### src/rtl/core/tiled_texture_tile_rect_core_defines.svh
// Assertion helpers for the core files; only ttr_fifo includes them.
`ifndef TILED_TEXTURE_TILE_RECT_CORE_DEFINES_SVH
`define TILED_TEXTURE_TILE_RECT_CORE_DEFINES_SVH

// Condition that must never hold at a clock edge out of reset.
`define TTR_ASSERT_NEVER(lbl, bad) \
  lbl: assert property (@(posedge clk_i) disable iff (!rst_ni) !(bad)) \
    else $error("%m: forbidden condition seen");

// Same-cycle implication.
`define TTR_ASSERT_IMPL(lbl, a, c) \
  lbl: assert property (@(posedge clk_i) disable iff (!rst_ni) (a) |-> (c)) \
    else $error("%m: implication failed");

// Next-cycle implication.
`define TTR_ASSERT_NEXT(lbl, a, c) \
  lbl: assert property (@(posedge clk_i) disable iff (!rst_ni) (a) |=> (c)) \
    else $error("%m: next-cycle implication failed");

`endif

### src/rtl/core/ttr_pkg.sv
package ttr_pkg;

  localparam int unsigned DimW       = 15;
  localparam int unsigned ExtW       = 16;
  localparam int unsigned TileW      = 10;
  localparam int unsigned IdxW       = 20;
  localparam int unsigned CoordW     = 10;
  localparam int unsigned LvlW       = 4;
  localparam int unsigned ProdW      = 20;
  localparam int unsigned PosW       = 19;
  localparam int unsigned CfgIdxW    = 4;
  localparam int unsigned CfgDataW   = 20;
  localparam int unsigned QueueDepth = 2;

  localparam logic [CfgIdxW-1:0] RegTexWidth   = 4'd0;
  localparam logic [CfgIdxW-1:0] RegTexHeight  = 4'd1;
  localparam logic [CfgIdxW-1:0] RegBlockComp  = 4'd2;
  localparam logic [CfgIdxW-1:0] RegTileWidth  = 4'd3;
  localparam logic [CfgIdxW-1:0] RegTileHeight = 4'd4;
  localparam logic [CfgIdxW-1:0] RegFirstMip   = 4'd5;
  localparam logic [CfgIdxW-1:0] RegMipCount   = 4'd6;
  localparam logic [CfgIdxW-1:0] RegPackStart  = 4'd7;

  localparam logic [PosW-1:0] PosMax  = '1;
  localparam logic [DimW-1:0] SizeMax = '1;

  typedef struct packed {
    logic [DimW-1:0]   texture_width;
    logic [DimW-1:0]   texture_height;
    logic              block_compressed;
    logic [TileW-1:0]  tile_width;
    logic [TileW-1:0]  tile_height;
    logic [LvlW-1:0]   first_packed_mip;
    logic [LvlW-1:0]   packed_mip_count;
    logic [IdxW-1:0]   packed_start_tile;
  } cfg_t;

  typedef struct packed {
    logic              packed_tile;
    logic [ProdW-1:0]  x;
    logic [ProdW-1:0]  y;
    logic [LvlW-1:0]   level;
  } job_t;

  // max(dim >> mip, 1), rounded up to a multiple of 4 for block formats
  function automatic logic [ExtW-1:0] mip_extent(input logic [DimW-1:0] dim,
                                                 input logic [LvlW-1:0] mip,
                                                 input logic bc);
    logic [ExtW-1:0] s;
    s = {1'b0, dim >> mip};
    if (s == '0) s = ExtW'(1);
    if (bc) s = (s + ExtW'(3)) & ~ExtW'(3);
    return s;
  endfunction

  function automatic logic [DimW-1:0] sat_size(input logic [ExtW-1:0] v);
    return (v > {1'b0, SizeMax}) ? SizeMax : v[DimW-1:0];
  endfunction

  function automatic logic [ExtW-1:0] clip_size(input logic [ProdW-1:0] pos,
                                                input logic [TileW-1:0] size,
                                                input logic [ExtW-1:0] ext);
    logic [ExtW-1:0] room;
    room = ext - pos[ExtW-1:0];
    if (pos >= {{(ProdW-ExtW){1'b0}}, ext}) return '0;
    if ({{(ExtW-TileW){1'b0}}, size} > room) return room;
    return {{(ExtW-TileW){1'b0}}, size};
  endfunction

endpackage

### src/rtl/core/ttr_if.sv
interface ttr_tile_if import ttr_pkg::*; ();
  logic              valid;
  logic              ready;
  logic [IdxW-1:0]   tile_index;
  logic [CoordW-1:0] tile_col;
  logic [CoordW-1:0] tile_row;
  logic [LvlW-1:0]   tile_level;

  modport source (output valid, tile_index, tile_col, tile_row, tile_level, input ready);
  modport sink   (input valid, tile_index, tile_col, tile_row, tile_level, output ready);
endinterface

interface ttr_rect_if import ttr_pkg::*; ();
  logic            valid;
  logic            ready;
  logic [PosW-1:0] rect_x;
  logic [PosW-1:0] rect_y;
  logic [LvlW-1:0] rect_level;
  logic [DimW-1:0] rect_width;
  logic [DimW-1:0] rect_height;
  logic            last;

  modport source (output valid, rect_x, rect_y, rect_level, rect_width, rect_height, last,
                  input ready);
  modport sink   (input valid, rect_x, rect_y, rect_level, rect_width, rect_height, last,
                  output ready);
endinterface

interface ttr_cfg_if import ttr_pkg::*; ();
  logic                valid;
  logic                ready;
  logic [CfgIdxW-1:0]  index;
  logic [CfgDataW-1:0] data;

  modport source (output valid, index, data, input ready);
  modport sink   (input valid, index, data, output ready);
endinterface

### src/rtl/core/ttr_front.sv
module ttr_front import ttr_pkg::*; (
  ttr_tile_if.sink   tile_i,
  input  cfg_t       cfg_i,
  input  logic       full_i,
  output logic       push_o,
  output job_t       job_o
);

  assign tile_i.ready = !full_i;
  assign push_o       = tile_i.valid && !full_i;

  always_comb begin
    job_o.packed_tile = (tile_i.tile_index >= cfg_i.packed_start_tile);
    job_o.x           = ProdW'(tile_i.tile_col) * ProdW'(cfg_i.tile_width);
    job_o.y           = ProdW'(tile_i.tile_row) * ProdW'(cfg_i.tile_height);
    job_o.level       = tile_i.tile_level;
  end

endmodule

### src/rtl/core/ttr_fifo.sv
`include "tiled_texture_tile_rect_core_defines.svh"

module ttr_fifo import ttr_pkg::*; (
  input  logic clk_i,
  input  logic rst_ni,
  input  logic push_i,
  input  job_t data_i,
  input  logic pop_i,
  output job_t data_o,
  output logic full_o,
  output logic empty_o
);

  localparam int unsigned PtrW = (QueueDepth > 1) ? $clog2(QueueDepth) : 1;
  localparam int unsigned CntW = $clog2(QueueDepth + 1);
  localparam logic [PtrW-1:0] LastPtr = PtrW'(QueueDepth - 1);
  localparam logic [CntW-1:0] FullCnt = CntW'(QueueDepth);

  job_t            mem_q [QueueDepth];
  logic [PtrW-1:0] wr_ptr_q, wr_ptr_d, rd_ptr_q, rd_ptr_d;
  logic [CntW-1:0] count_q, count_d;
  logic            do_push, do_pop;

  assign full_o  = (count_q == FullCnt);
  assign empty_o = (count_q == '0);
  assign do_push = push_i && !full_o;
  assign do_pop  = pop_i && !empty_o;
  assign data_o  = mem_q[rd_ptr_q];

  always_comb begin
    wr_ptr_d = wr_ptr_q;
    rd_ptr_d = rd_ptr_q;
    count_d  = count_q;
    if (do_push) wr_ptr_d = (wr_ptr_q == LastPtr) ? '0 : wr_ptr_q + PtrW'(1);
    if (do_pop)  rd_ptr_d = (rd_ptr_q == LastPtr) ? '0 : rd_ptr_q + PtrW'(1);
    if (do_push && !do_pop) count_d = count_q + CntW'(1);
    if (do_pop && !do_push) count_d = count_q - CntW'(1);
  end

  always_ff @(posedge clk_i or negedge rst_ni) begin
    if (!rst_ni) begin
      wr_ptr_q <= '0;
      rd_ptr_q <= '0;
      count_q  <= '0;
    end else begin
      wr_ptr_q <= wr_ptr_d;
      rd_ptr_q <= rd_ptr_d;
      count_q  <= count_d;
    end
  end

  always_ff @(posedge clk_i) begin
    if (do_push) mem_q[wr_ptr_q] <= data_i;
  end

  `TTR_ASSERT_NEVER(a_count_range, count_q > FullCnt)
  `TTR_ASSERT_IMPL(a_pop_not_empty, pop_i, !empty_o)
  `TTR_ASSERT_NEXT(a_push_counts, do_push && !do_pop, count_q == $past(count_q) + CntW'(1))

endmodule

### src/rtl/core/ttr_back.sv
module ttr_back import ttr_pkg::*; #(
  parameter int unsigned MIP_LEVELS = 16
) (
  input  logic        clk_i,
  input  logic        rst_ni,
  input  cfg_t        cfg_i,
  input  logic        empty_i,
  input  job_t        job_i,
  output logic        pop_o,
  ttr_rect_if.source  rect_o
);

  localparam int unsigned CntW = LvlW + 1;
  localparam logic [CntW-1:0] MipLim = CntW'(MIP_LEVELS);

  localparam logic [1:0] StIdle = 2'd0;
  localparam logic [1:0] StLoad = 2'd1;
  localparam logic [1:0] StEmit = 2'd2;

  logic [1:0]      state_q, state_d;
  job_t            job_q;
  logic [LvlW-1:0] mip_q;
  logic [CntW-1:0] remain_q;
  logic [ExtW-1:0] ew_q, eh_q;

  logic            out_valid_q;
  logic [PosW-1:0] out_x_q, out_y_q;
  logic [LvlW-1:0] out_level_q;
  logic [DimW-1:0] out_w_q, out_h_q;
  logic            out_last_q;

  logic [CntW-1:0] pack_sum, pack_n;
  logic            slot_free, emit;

  assign pack_sum = {1'b0, cfg_i.first_packed_mip} + {1'b0, cfg_i.packed_mip_count};

  always_comb begin
    if ({1'b0, cfg_i.first_packed_mip} >= MipLim) begin
      pack_n = '0;
    end else if (pack_sum > MipLim) begin
      pack_n = MipLim - {1'b0, cfg_i.first_packed_mip};
    end else begin
      pack_n = {1'b0, cfg_i.packed_mip_count};
    end
  end

  assign slot_free = !out_valid_q || rect_o.ready;
  assign emit      = (state_q == StEmit) && slot_free;
  assign pop_o     = (state_q == StIdle) && !empty_i;

  always_comb begin
    state_d = state_q;
    unique case (state_q)
      StIdle: begin
        if (!empty_i && !(job_i.packed_tile && pack_n == '0)) state_d = StLoad;
      end
      StLoad: state_d = StEmit;
      StEmit: begin
        if (slot_free) state_d = (remain_q == CntW'(1)) ? StIdle : StLoad;
      end
      default: state_d = StIdle;
    endcase
  end

  always_ff @(posedge clk_i or negedge rst_ni) begin
    if (!rst_ni) begin
      state_q     <= StIdle;
      out_valid_q <= 1'b0;
    end else begin
      state_q <= state_d;
      if (emit) out_valid_q <= 1'b1;
      else if (rect_o.ready) out_valid_q <= 1'b0;
    end
  end

  always_ff @(posedge clk_i) begin
    if (pop_o) begin
      job_q    <= job_i;
      mip_q    <= job_i.packed_tile ? cfg_i.first_packed_mip : job_i.level;
      remain_q <= job_i.packed_tile ? pack_n : CntW'(1);
    end
    if (state_q == StLoad) begin
      ew_q <= mip_extent(cfg_i.texture_width, mip_q, cfg_i.block_compressed);
      eh_q <= mip_extent(cfg_i.texture_height, mip_q, cfg_i.block_compressed);
    end
    if (emit) begin
      out_level_q <= mip_q;
      out_last_q  <= (remain_q == CntW'(1));
      if (job_q.packed_tile) begin
        out_x_q <= '0;
        out_y_q <= '0;
        out_w_q <= sat_size(ew_q);
        out_h_q <= sat_size(eh_q);
      end else begin
        out_x_q <= (job_q.x > {1'b0, PosMax}) ? PosMax : job_q.x[PosW-1:0];
        out_y_q <= (job_q.y > {1'b0, PosMax}) ? PosMax : job_q.y[PosW-1:0];
        out_w_q <= sat_size(clip_size(job_q.x, cfg_i.tile_width, ew_q));
        out_h_q <= sat_size(clip_size(job_q.y, cfg_i.tile_height, eh_q));
      end
      remain_q <= remain_q - CntW'(1);
      mip_q    <= mip_q + LvlW'(1);
    end
  end

  assign rect_o.valid       = out_valid_q;
  assign rect_o.rect_x      = out_x_q;
  assign rect_o.rect_y      = out_y_q;
  assign rect_o.rect_level  = out_level_q;
  assign rect_o.rect_width  = out_w_q;
  assign rect_o.rect_height = out_h_q;
  assign rect_o.last        = out_last_q;

endmodule

### src/rtl/core/tiled_texture_tile_rect_core.sv
// Channel   Dir  Role    Payload
// tile_i    in   sink    tile_index, tile_col, tile_row, tile_level
// rect_o    out  source  rect_x, rect_y, rect_level, rect_width, rect_height, last
// cfg_i     in   sink    index, data (always ready)
//
// Front takes a tile item each cycle while the 2-entry queue has room.
// Back: a standard tile goes through dequeue, extent and emit; a packed tile is
// dequeued, then the extent/emit loop runs once for each of its n packed mips.
// Output register lets the back run one rectangle ahead of a stalled sink.
// rst_ni clears queue, back sequencer and output valid; config registers reset to defaults.
module tiled_texture_tile_rect_core import ttr_pkg::*; #(
  parameter int unsigned MIP_LEVELS = 16
) (
  input  logic       clk_i,
  input  logic       rst_ni,
  ttr_tile_if.sink   tile_i,
  ttr_rect_if.source rect_o,
  ttr_cfg_if.sink    cfg_i
);

  cfg_t cfg_q;
  job_t push_job, head_job;
  logic push, pop, full, empty;

  assign cfg_i.ready = 1'b1;

  always_ff @(posedge clk_i or negedge rst_ni) begin
    if (!rst_ni) begin
      cfg_q.texture_width     <= DimW'(1);
      cfg_q.texture_height    <= DimW'(1);
      cfg_q.block_compressed  <= 1'b0;
      cfg_q.tile_width        <= TileW'(128);
      cfg_q.tile_height       <= TileW'(128);
      cfg_q.first_packed_mip  <= '0;
      cfg_q.packed_mip_count  <= '0;
      cfg_q.packed_start_tile <= '0;
    end else if (cfg_i.valid) begin
      case (cfg_i.index)
        RegTexWidth:   cfg_q.texture_width     <= cfg_i.data[DimW-1:0];
        RegTexHeight:  cfg_q.texture_height    <= cfg_i.data[DimW-1:0];
        RegBlockComp:  cfg_q.block_compressed  <= cfg_i.data[0];
        RegTileWidth:  cfg_q.tile_width        <= cfg_i.data[TileW-1:0];
        RegTileHeight: cfg_q.tile_height       <= cfg_i.data[TileW-1:0];
        RegFirstMip:   cfg_q.first_packed_mip  <= cfg_i.data[LvlW-1:0];
        RegMipCount:   cfg_q.packed_mip_count  <= cfg_i.data[LvlW-1:0];
        RegPackStart:  cfg_q.packed_start_tile <= cfg_i.data[IdxW-1:0];
        default: ;
      endcase
    end
  end

  ttr_front u_front (
    .tile_i (tile_i),
    .cfg_i  (cfg_q),
    .full_i (full),
    .push_o (push),
    .job_o  (push_job)
  );

  ttr_fifo u_fifo (
    .clk_i   (clk_i),
    .rst_ni  (rst_ni),
    .push_i  (push),
    .data_i  (push_job),
    .pop_i   (pop),
    .data_o  (head_job),
    .full_o  (full),
    .empty_o (empty)
  );

  ttr_back #(.MIP_LEVELS(MIP_LEVELS)) u_back (
    .clk_i   (clk_i),
    .rst_ni  (rst_ni),
    .cfg_i   (cfg_q),
    .empty_i (empty),
    .job_i   (head_job),
    .pop_o   (pop),
    .rect_o  (rect_o)
  );

endmodule

### src/flat_wrapper.sv
// flat-port wrapper written by rule: the top's interface ports become plain ports
module tiled_texture_tile_rect_core_flat import ttr_pkg::*;
#(
  parameter int unsigned MIP_LEVELS = 16
)
  (clk_i, rst_ni, tile_i_valid, tile_i_tile_index, tile_i_tile_col, tile_i_tile_row, tile_i_tile_level, tile_i_ready, rect_o_valid, rect_o_rect_x, rect_o_rect_y, rect_o_rect_level, rect_o_rect_width, rect_o_rect_height, rect_o_last, rect_o_ready, cfg_i_valid, cfg_i_index, cfg_i_data, cfg_i_ready);
  ttr_tile_if tile_i_i ();
  ttr_rect_if rect_o_i ();
  ttr_cfg_if cfg_i_i ();
  input  logic clk_i;
  input  logic rst_ni;
  input wire logic [$bits(tile_i_i.valid)-1:0] tile_i_valid;
  input wire logic [$bits(tile_i_i.tile_index)-1:0] tile_i_tile_index;
  input wire logic [$bits(tile_i_i.tile_col)-1:0] tile_i_tile_col;
  input wire logic [$bits(tile_i_i.tile_row)-1:0] tile_i_tile_row;
  input wire logic [$bits(tile_i_i.tile_level)-1:0] tile_i_tile_level;
  output wire logic [$bits(tile_i_i.ready)-1:0] tile_i_ready;
  output wire logic [$bits(rect_o_i.valid)-1:0] rect_o_valid;
  output wire logic [$bits(rect_o_i.rect_x)-1:0] rect_o_rect_x;
  output wire logic [$bits(rect_o_i.rect_y)-1:0] rect_o_rect_y;
  output wire logic [$bits(rect_o_i.rect_level)-1:0] rect_o_rect_level;
  output wire logic [$bits(rect_o_i.rect_width)-1:0] rect_o_rect_width;
  output wire logic [$bits(rect_o_i.rect_height)-1:0] rect_o_rect_height;
  output wire logic [$bits(rect_o_i.last)-1:0] rect_o_last;
  input wire logic [$bits(rect_o_i.ready)-1:0] rect_o_ready;
  input wire logic [$bits(cfg_i_i.valid)-1:0] cfg_i_valid;
  input wire logic [$bits(cfg_i_i.index)-1:0] cfg_i_index;
  input wire logic [$bits(cfg_i_i.data)-1:0] cfg_i_data;
  output wire logic [$bits(cfg_i_i.ready)-1:0] cfg_i_ready;
  assign tile_i_i.valid = tile_i_valid;
  assign tile_i_i.tile_index = tile_i_tile_index;
  assign tile_i_i.tile_col = tile_i_tile_col;
  assign tile_i_i.tile_row = tile_i_tile_row;
  assign tile_i_i.tile_level = tile_i_tile_level;
  assign tile_i_ready = tile_i_i.ready;
  assign rect_o_valid = rect_o_i.valid;
  assign rect_o_rect_x = rect_o_i.rect_x;
  assign rect_o_rect_y = rect_o_i.rect_y;
  assign rect_o_rect_level = rect_o_i.rect_level;
  assign rect_o_rect_width = rect_o_i.rect_width;
  assign rect_o_rect_height = rect_o_i.rect_height;
  assign rect_o_last = rect_o_i.last;
  assign rect_o_i.ready = rect_o_ready;
  assign cfg_i_i.valid = cfg_i_valid;
  assign cfg_i_i.index = cfg_i_index;
  assign cfg_i_i.data = cfg_i_data;
  assign cfg_i_ready = cfg_i_i.ready;
  tiled_texture_tile_rect_core #(.MIP_LEVELS(MIP_LEVELS)) u_core (.clk_i(clk_i), .rst_ni(rst_ni), .tile_i(tile_i_i), .rect_o(rect_o_i), .cfg_i(cfg_i_i));
endmodule
### config.mk
export PLATFORM = sky130hd
export DESIGN_NAME = tiled_texture_tile_rect_core_flat
export DESIGN_NICKNAME = d
export VERILOG_FILES = /design/src/rtl/core/ttr_pkg.sv /design/src/rtl/core/ttr_if.sv /design/src/rtl/core/ttr_front.sv /design/src/rtl/core/ttr_fifo.sv /design/src/rtl/core/ttr_back.sv /design/src/rtl/core/tiled_texture_tile_rect_core.sv /design/src/flat_wrapper.sv
export VERILOG_INCLUDE_DIRS = /design/src /design/src/rtl/core
export SDC_FILE = /design/constraint.sdc
export NUM_CORES = 1
export LEC_CHECK = 0
export ABC_AREA = 1
export BUFFER_PORTS_ARGS = -buffer_cell sky130_fd_sc_hd__buf_4
export CAP_MARGIN = 20
export CORE_ASPECT_RATIO = 0.6
export CORE_MARGIN = 10
export CORE_UTILIZATION = 29
export DETAILED_ROUTE_END_ITERATION = 8
export GPL_TIMING_DRIVEN = 0
export SLEW_MARGIN = 20
export SYNTH_ARGS = -nofsm -noshare
export SYNTH_HDL_FRONTEND = slang
export SYNTH_SLANG_ARGS = --single-unit
### constraint.sdc
create_clock -name clk_i -period 12.2 [get_ports clk_i]
set_clock_uncertainty 0.2 [all_clocks]
set_input_delay 1.22 -clock clk_i [delete_from_list [all_inputs] [get_ports clk_i]]
set_output_delay 1.22 -clock clk_i [all_outputs]
set_load 0.1 [all_outputs]
==> results list <==
- Status: finished, final reports clean
* Post-synth ARST share: 26.0%
* Class of the worst hold path: register to register
- Input/output buffers: 127
- Of the cells placed in the final design, the portion with a size suffix greater than 1 is 8.86%.
- Counting flops and latches in the post-synthesis netlist gives 331.
* Fraction of the yosys area taken by sequential cells: 38.0%
- From left edge to right edge, the die measures 399 microns.
* Final hold violations: 0
- The endpoint identified for the worst register-to-register timing path is u_core.u_fifo.mem_q[1][41].
- Category of the worst setup path capture point: register
- DRC violations left: 0
- Worst Reg-to-Reg Cells: 18
- In this run the post-CTS setup repair buffer count came out at 0.
* # diodes: 0
- Post-synthesis mux area share: 0%
- For this design, the slowest cell found on the critical path is fa_1.
* Insertion delay of the later-clocked pin in the worst-skew pair: 0.57 ns
* Compound-gate portion of the synthesized area: 7.22%
* Pin count of the biggest net entering global routing: 87
* Number of DRC violations after detailed-routing iteration 0: 1696
- The area growth from synthesis to layout is 14.8%.
- The largest total area in the synthesized netlist belongs to edfxtp_1.
- For this configuration, the core starts out at a cell density of 29.3%.
- TritonCTS built the clock tree.
- Global routing finished with a remaining overflow of 0.
- In this run, post-CTS repair resized a total of 0 instances.
- Global-route wire length before repair: 113 mm
- Chip Height: 248 microns
* Primary FF master, synth: edfxtp_1
- The signal on the critical path passes through clkbuf_1, nand2_1, fa_1, fa_1, inv_1, fa_1, fa_1, inv_1, fa_1, inv_1, ha_1, nand2_1, nor2_1, nand2_1, o21ai_0, nand3_1, nand2_1, xor2_1.
- After synthesis, the cell types taking the most area are edfxtp_1 (29%), nand2_1 (12%), ha_1 (11%), fa_1 (10%), dfrtp_1 (8.2%).
- The filler cells instantiated in the layout total 8967.
- Row generation in the floorplan step produced 83 rows.
- Worst-case headroom to the max-slew limit: 36.3%
* Vias: 20200
- Clock-pin slew was measured on the worst setup and hold paths at 0.06 ns.
- At the worst endpoint, the required time is 12.29 ns.
* Post-synthesis share of cell area spent on and, or, nand and nor gates: 21.3%
* Largest stage delay on the critical path: 0.56 ns
* Setup violation total in the final timing report: 0
* XOR/XNOR share of the synthesized area: 2.48%
* Crit Path Max Fanout: 10
- The congestion estimate from routability-driven global placement came to 0.921.
- Total routing usage reported by global routing: 14.6%
- # clock sinks: 331
- Detailed Routing Iterations Pass 1: 5
- Final total negative setup slack: 0 ns
* Antenna violations before repair: 3
* Most used cell, CP: fa_1
- Highest clock rate: 152 MHz
- Count of unique library cells instantiated by Yosys: 54
- The number of clock buffers added by TritonCTS is 34.
- Top cell type's share of synthesized area: 29.4%
- Kind of start point of the critical path: primary input
* Clock tree buffer depth: 3
- The worst setup path is of the primary input to register kind.
* Count of mapped cells out of synthesis: 2975
- The smallest clock period supported by the final layout is computed as 6.58 ns.
* Post-detailed-routing wire length: 73.2 mm
* RSZ-0062 raised after global routing: no
- In this run the clock root is driven by a clkbuf_16.
- The average instance in the mapped netlist occupies 8.42 sq um.
- Count of pins on the block boundary: 149
* Number of pins with negative max-slew slack in the final report: 0
- Antenna viol nets, final: 0
- Hold path startpoint: u_core.u_back.mip_q[2]
* Ys Warns: 0
* Slack of the worst reg-to-reg path: 5.76 ns
- In the final routed layout, each cell accounts on average for 17.0 microns.
* Floorplan core area: 85600 sq um
* Reported max-cap violation count: 0
* Net count after synthesis: 3396
* Adder and majority gate portion of the synthesized area: 21.2%
* Share of the clock period used by the worst path: 53.9%
- Summed over all nets, the half-perimeter wirelength after detailed placement is 58.8 mm.
* H-tree depth: 2
- At the pin with the least slew margin, the transition time is 0.955 ns.
- Via count of the first global-routing pass: 19400
- For this run, the post-layout net count is 3566.
* Sink of the worst hold path: u_core.u_back.rect_o.rect_level[2]
- Post-synth design cell area: 25100 sq um
- At the worst endpoint, the arrival time is 6.67 ns.
* Dominant combinational cell family by area after synthesis: simple AND/OR/NAND/NOR gates
* Hold-fix buffers at CTS: 0
* Routed vias/inst: 4.67
* Worst Hold Depth: 0
- The die covers 98900 sq um.
- The worst register-to-register path begins at u_core.cfg_q[45].
* Number of enable flip-flop cells after synthesis: 245
## kinds of logic (layout without fill, tap and decap cells)
logic type | count (synthesis) | in the layout
other | 1 | 1
AOI/OAI and AO/OA | 339 | 339
buffers and inverters | 632 | 828
xor gates and xnor gates | 71 | 71
DFF | 331 | 331
and+or+nand+nor | 1253 | 1253
adders and majority gates | 348 | 348
## state kept, by name, indices dropped and copies added (netlist names)
signal and cells:
u_core.u_back.state_q 2, u_core.u_fifo.rd_ptr_q 1, u_core.u_back.remain_q 5, u_core.u_back.rect_o.rect_x 19, u_core.u_back.mip_q 4, u_core.u_fifo.count_q 2, u_core.u_back.rect_o.rect_y 19, u_core.u_back.rect_o.rect_level 4
u_core.u_back.rect_o.last 1, u_core.cfg_q 79, u_core.u_fifo.mem_q 90, u_core.u_back.job_q 41, u_core.u_fifo.wr_ptr_q 1, u_core.u_back.rect_o.rect_width 15, u_core.u_back.rect_o.rect_height 15, u_core.u_back.eh_q 16
u_core.u_back.ew_q 16, u_core.u_back.rect_o.valid 1
## worst max path at each step
| stage | startpoint | endpoint | cells after the start |
|---|---|---|---|
| global placement | tile_i_tile_col[0] | u_core.u_fifo.mem_q[0][41] | 18 |
| global route | tile_i_tile_col[0] | u_core.u_fifo.mem_q[0][41] | 18 |
| floorplan | tile_i_tile_col[5] | u_core.u_fifo.mem_q[0][37] | 19 |
| detailed placement | tile_i_tile_col[0] | u_core.u_fifo.mem_q[1][41] | 18 |
| finish | tile_i_tile_col[0] | u_core.u_fifo.mem_q[1][41] | 18 |
| CTS | tile_i_tile_col[0] | u_core.u_fifo.mem_q[1][41] | 18 |
## per-layer routing
layer  global-route usage, %  wire [microns]
met1                    22.2           36500
met5                       0               0
met2                    20.8           29400
met3                    3.44            6030
met4                    2.70            1300
## stage by stage
step	instances	cell area, sq um	hold WS [ns]	setup slack (ns)	utilization [%]
4_1_cts	4318	28800	0.261	5.67	33.6
2_1_floorplan	2975	25100	0.221	6.18	-
3_3_place_gp	4249	27400	0.247	5.09	32.1
5_1_grt	4318	28800	0.280	5.34	33.6
6_report	4318	28800	0.269	5.62	33.6
3_5_place_dp	4256	27600	0.247	5.07	32.3
## cells in the mapped netlist, types with 8 or more instances
| cell | count |
|---|---|
| clkbuf_1 | 70 |
| a21o_1 | 8 |
| dfrtp_1 | 82 |
| a21oi_1 | 148 |
| buf_1 | 11 |
| ha_1 | 221 |
| fa_1 | 127 |
| nand4_1 | 75 |
| nand3_1 | 165 |
| inv_1 | 509 |
| edfxtp_1 | 245 |
| buf_4 | 9 |
| buf_2 | 16 |
| xnor2_1 | 31 |
| o21ai_1 | 8 |
| nor2_1 | 132 |
| nor3_1 | 12 |
| inv_2 | 9 |
| nand2_1 | 820 |
| o21ai_0 | 142 |
| xor2_1 | 40 |
| nand2_2 | 17 |
## worst max-delay path: cells and delay by family
family / cells / cell delay (ns)
buffers and inverters: 4 / 0.67
AND/OR/NAND/NOR: 6 / 0.81
adder cells (fa/ha/maj): 6 / 3.03
XOR/XNOR: 1 / 0.48
AO/OA/AOI/OAI: 1 / 0.44
## placed cells by master (no fill, tap or decap), drive strengths merged
cell type  count
bufinv         4
fa           127
conb           1
nand4         76
clkinvlp       4
nor2         141
a211oi         1
o211ai         6
o21ai        151
and2           3
a21oi        149
xnor2         31
nand3        173
buf          173
a31oi          5
nand2        839
dfstp          4
a21boi         3
a2111oi        1
clkbuf       110
ha           221
or2            2
o221ai         1
nand3b         1
inv          520
o21a           5
nor3          14
nor4           4
a21o           8
clkinv        17
xor2          40
edfxtp       245
o21bai         4
o31ai          3
dfrtp         82
a22o           1
o2111ai        1
## layout make-up
type	count	area [sq um]	area share, %
tap	1147	1440	4.99
buffer	109	493	1.71
clock buffer	40	905	3.14
timing repair buffer	134	1110	3.87
clock inverter	22	240	0.835
multi-input combinational	2012	13100	45.5
sequential	331	9510	33.1
inverter	523	1970	6.84
Power is not shown: default switching activity piles up to over one toggle a cycle in this logic, so the estimate is an artifact.
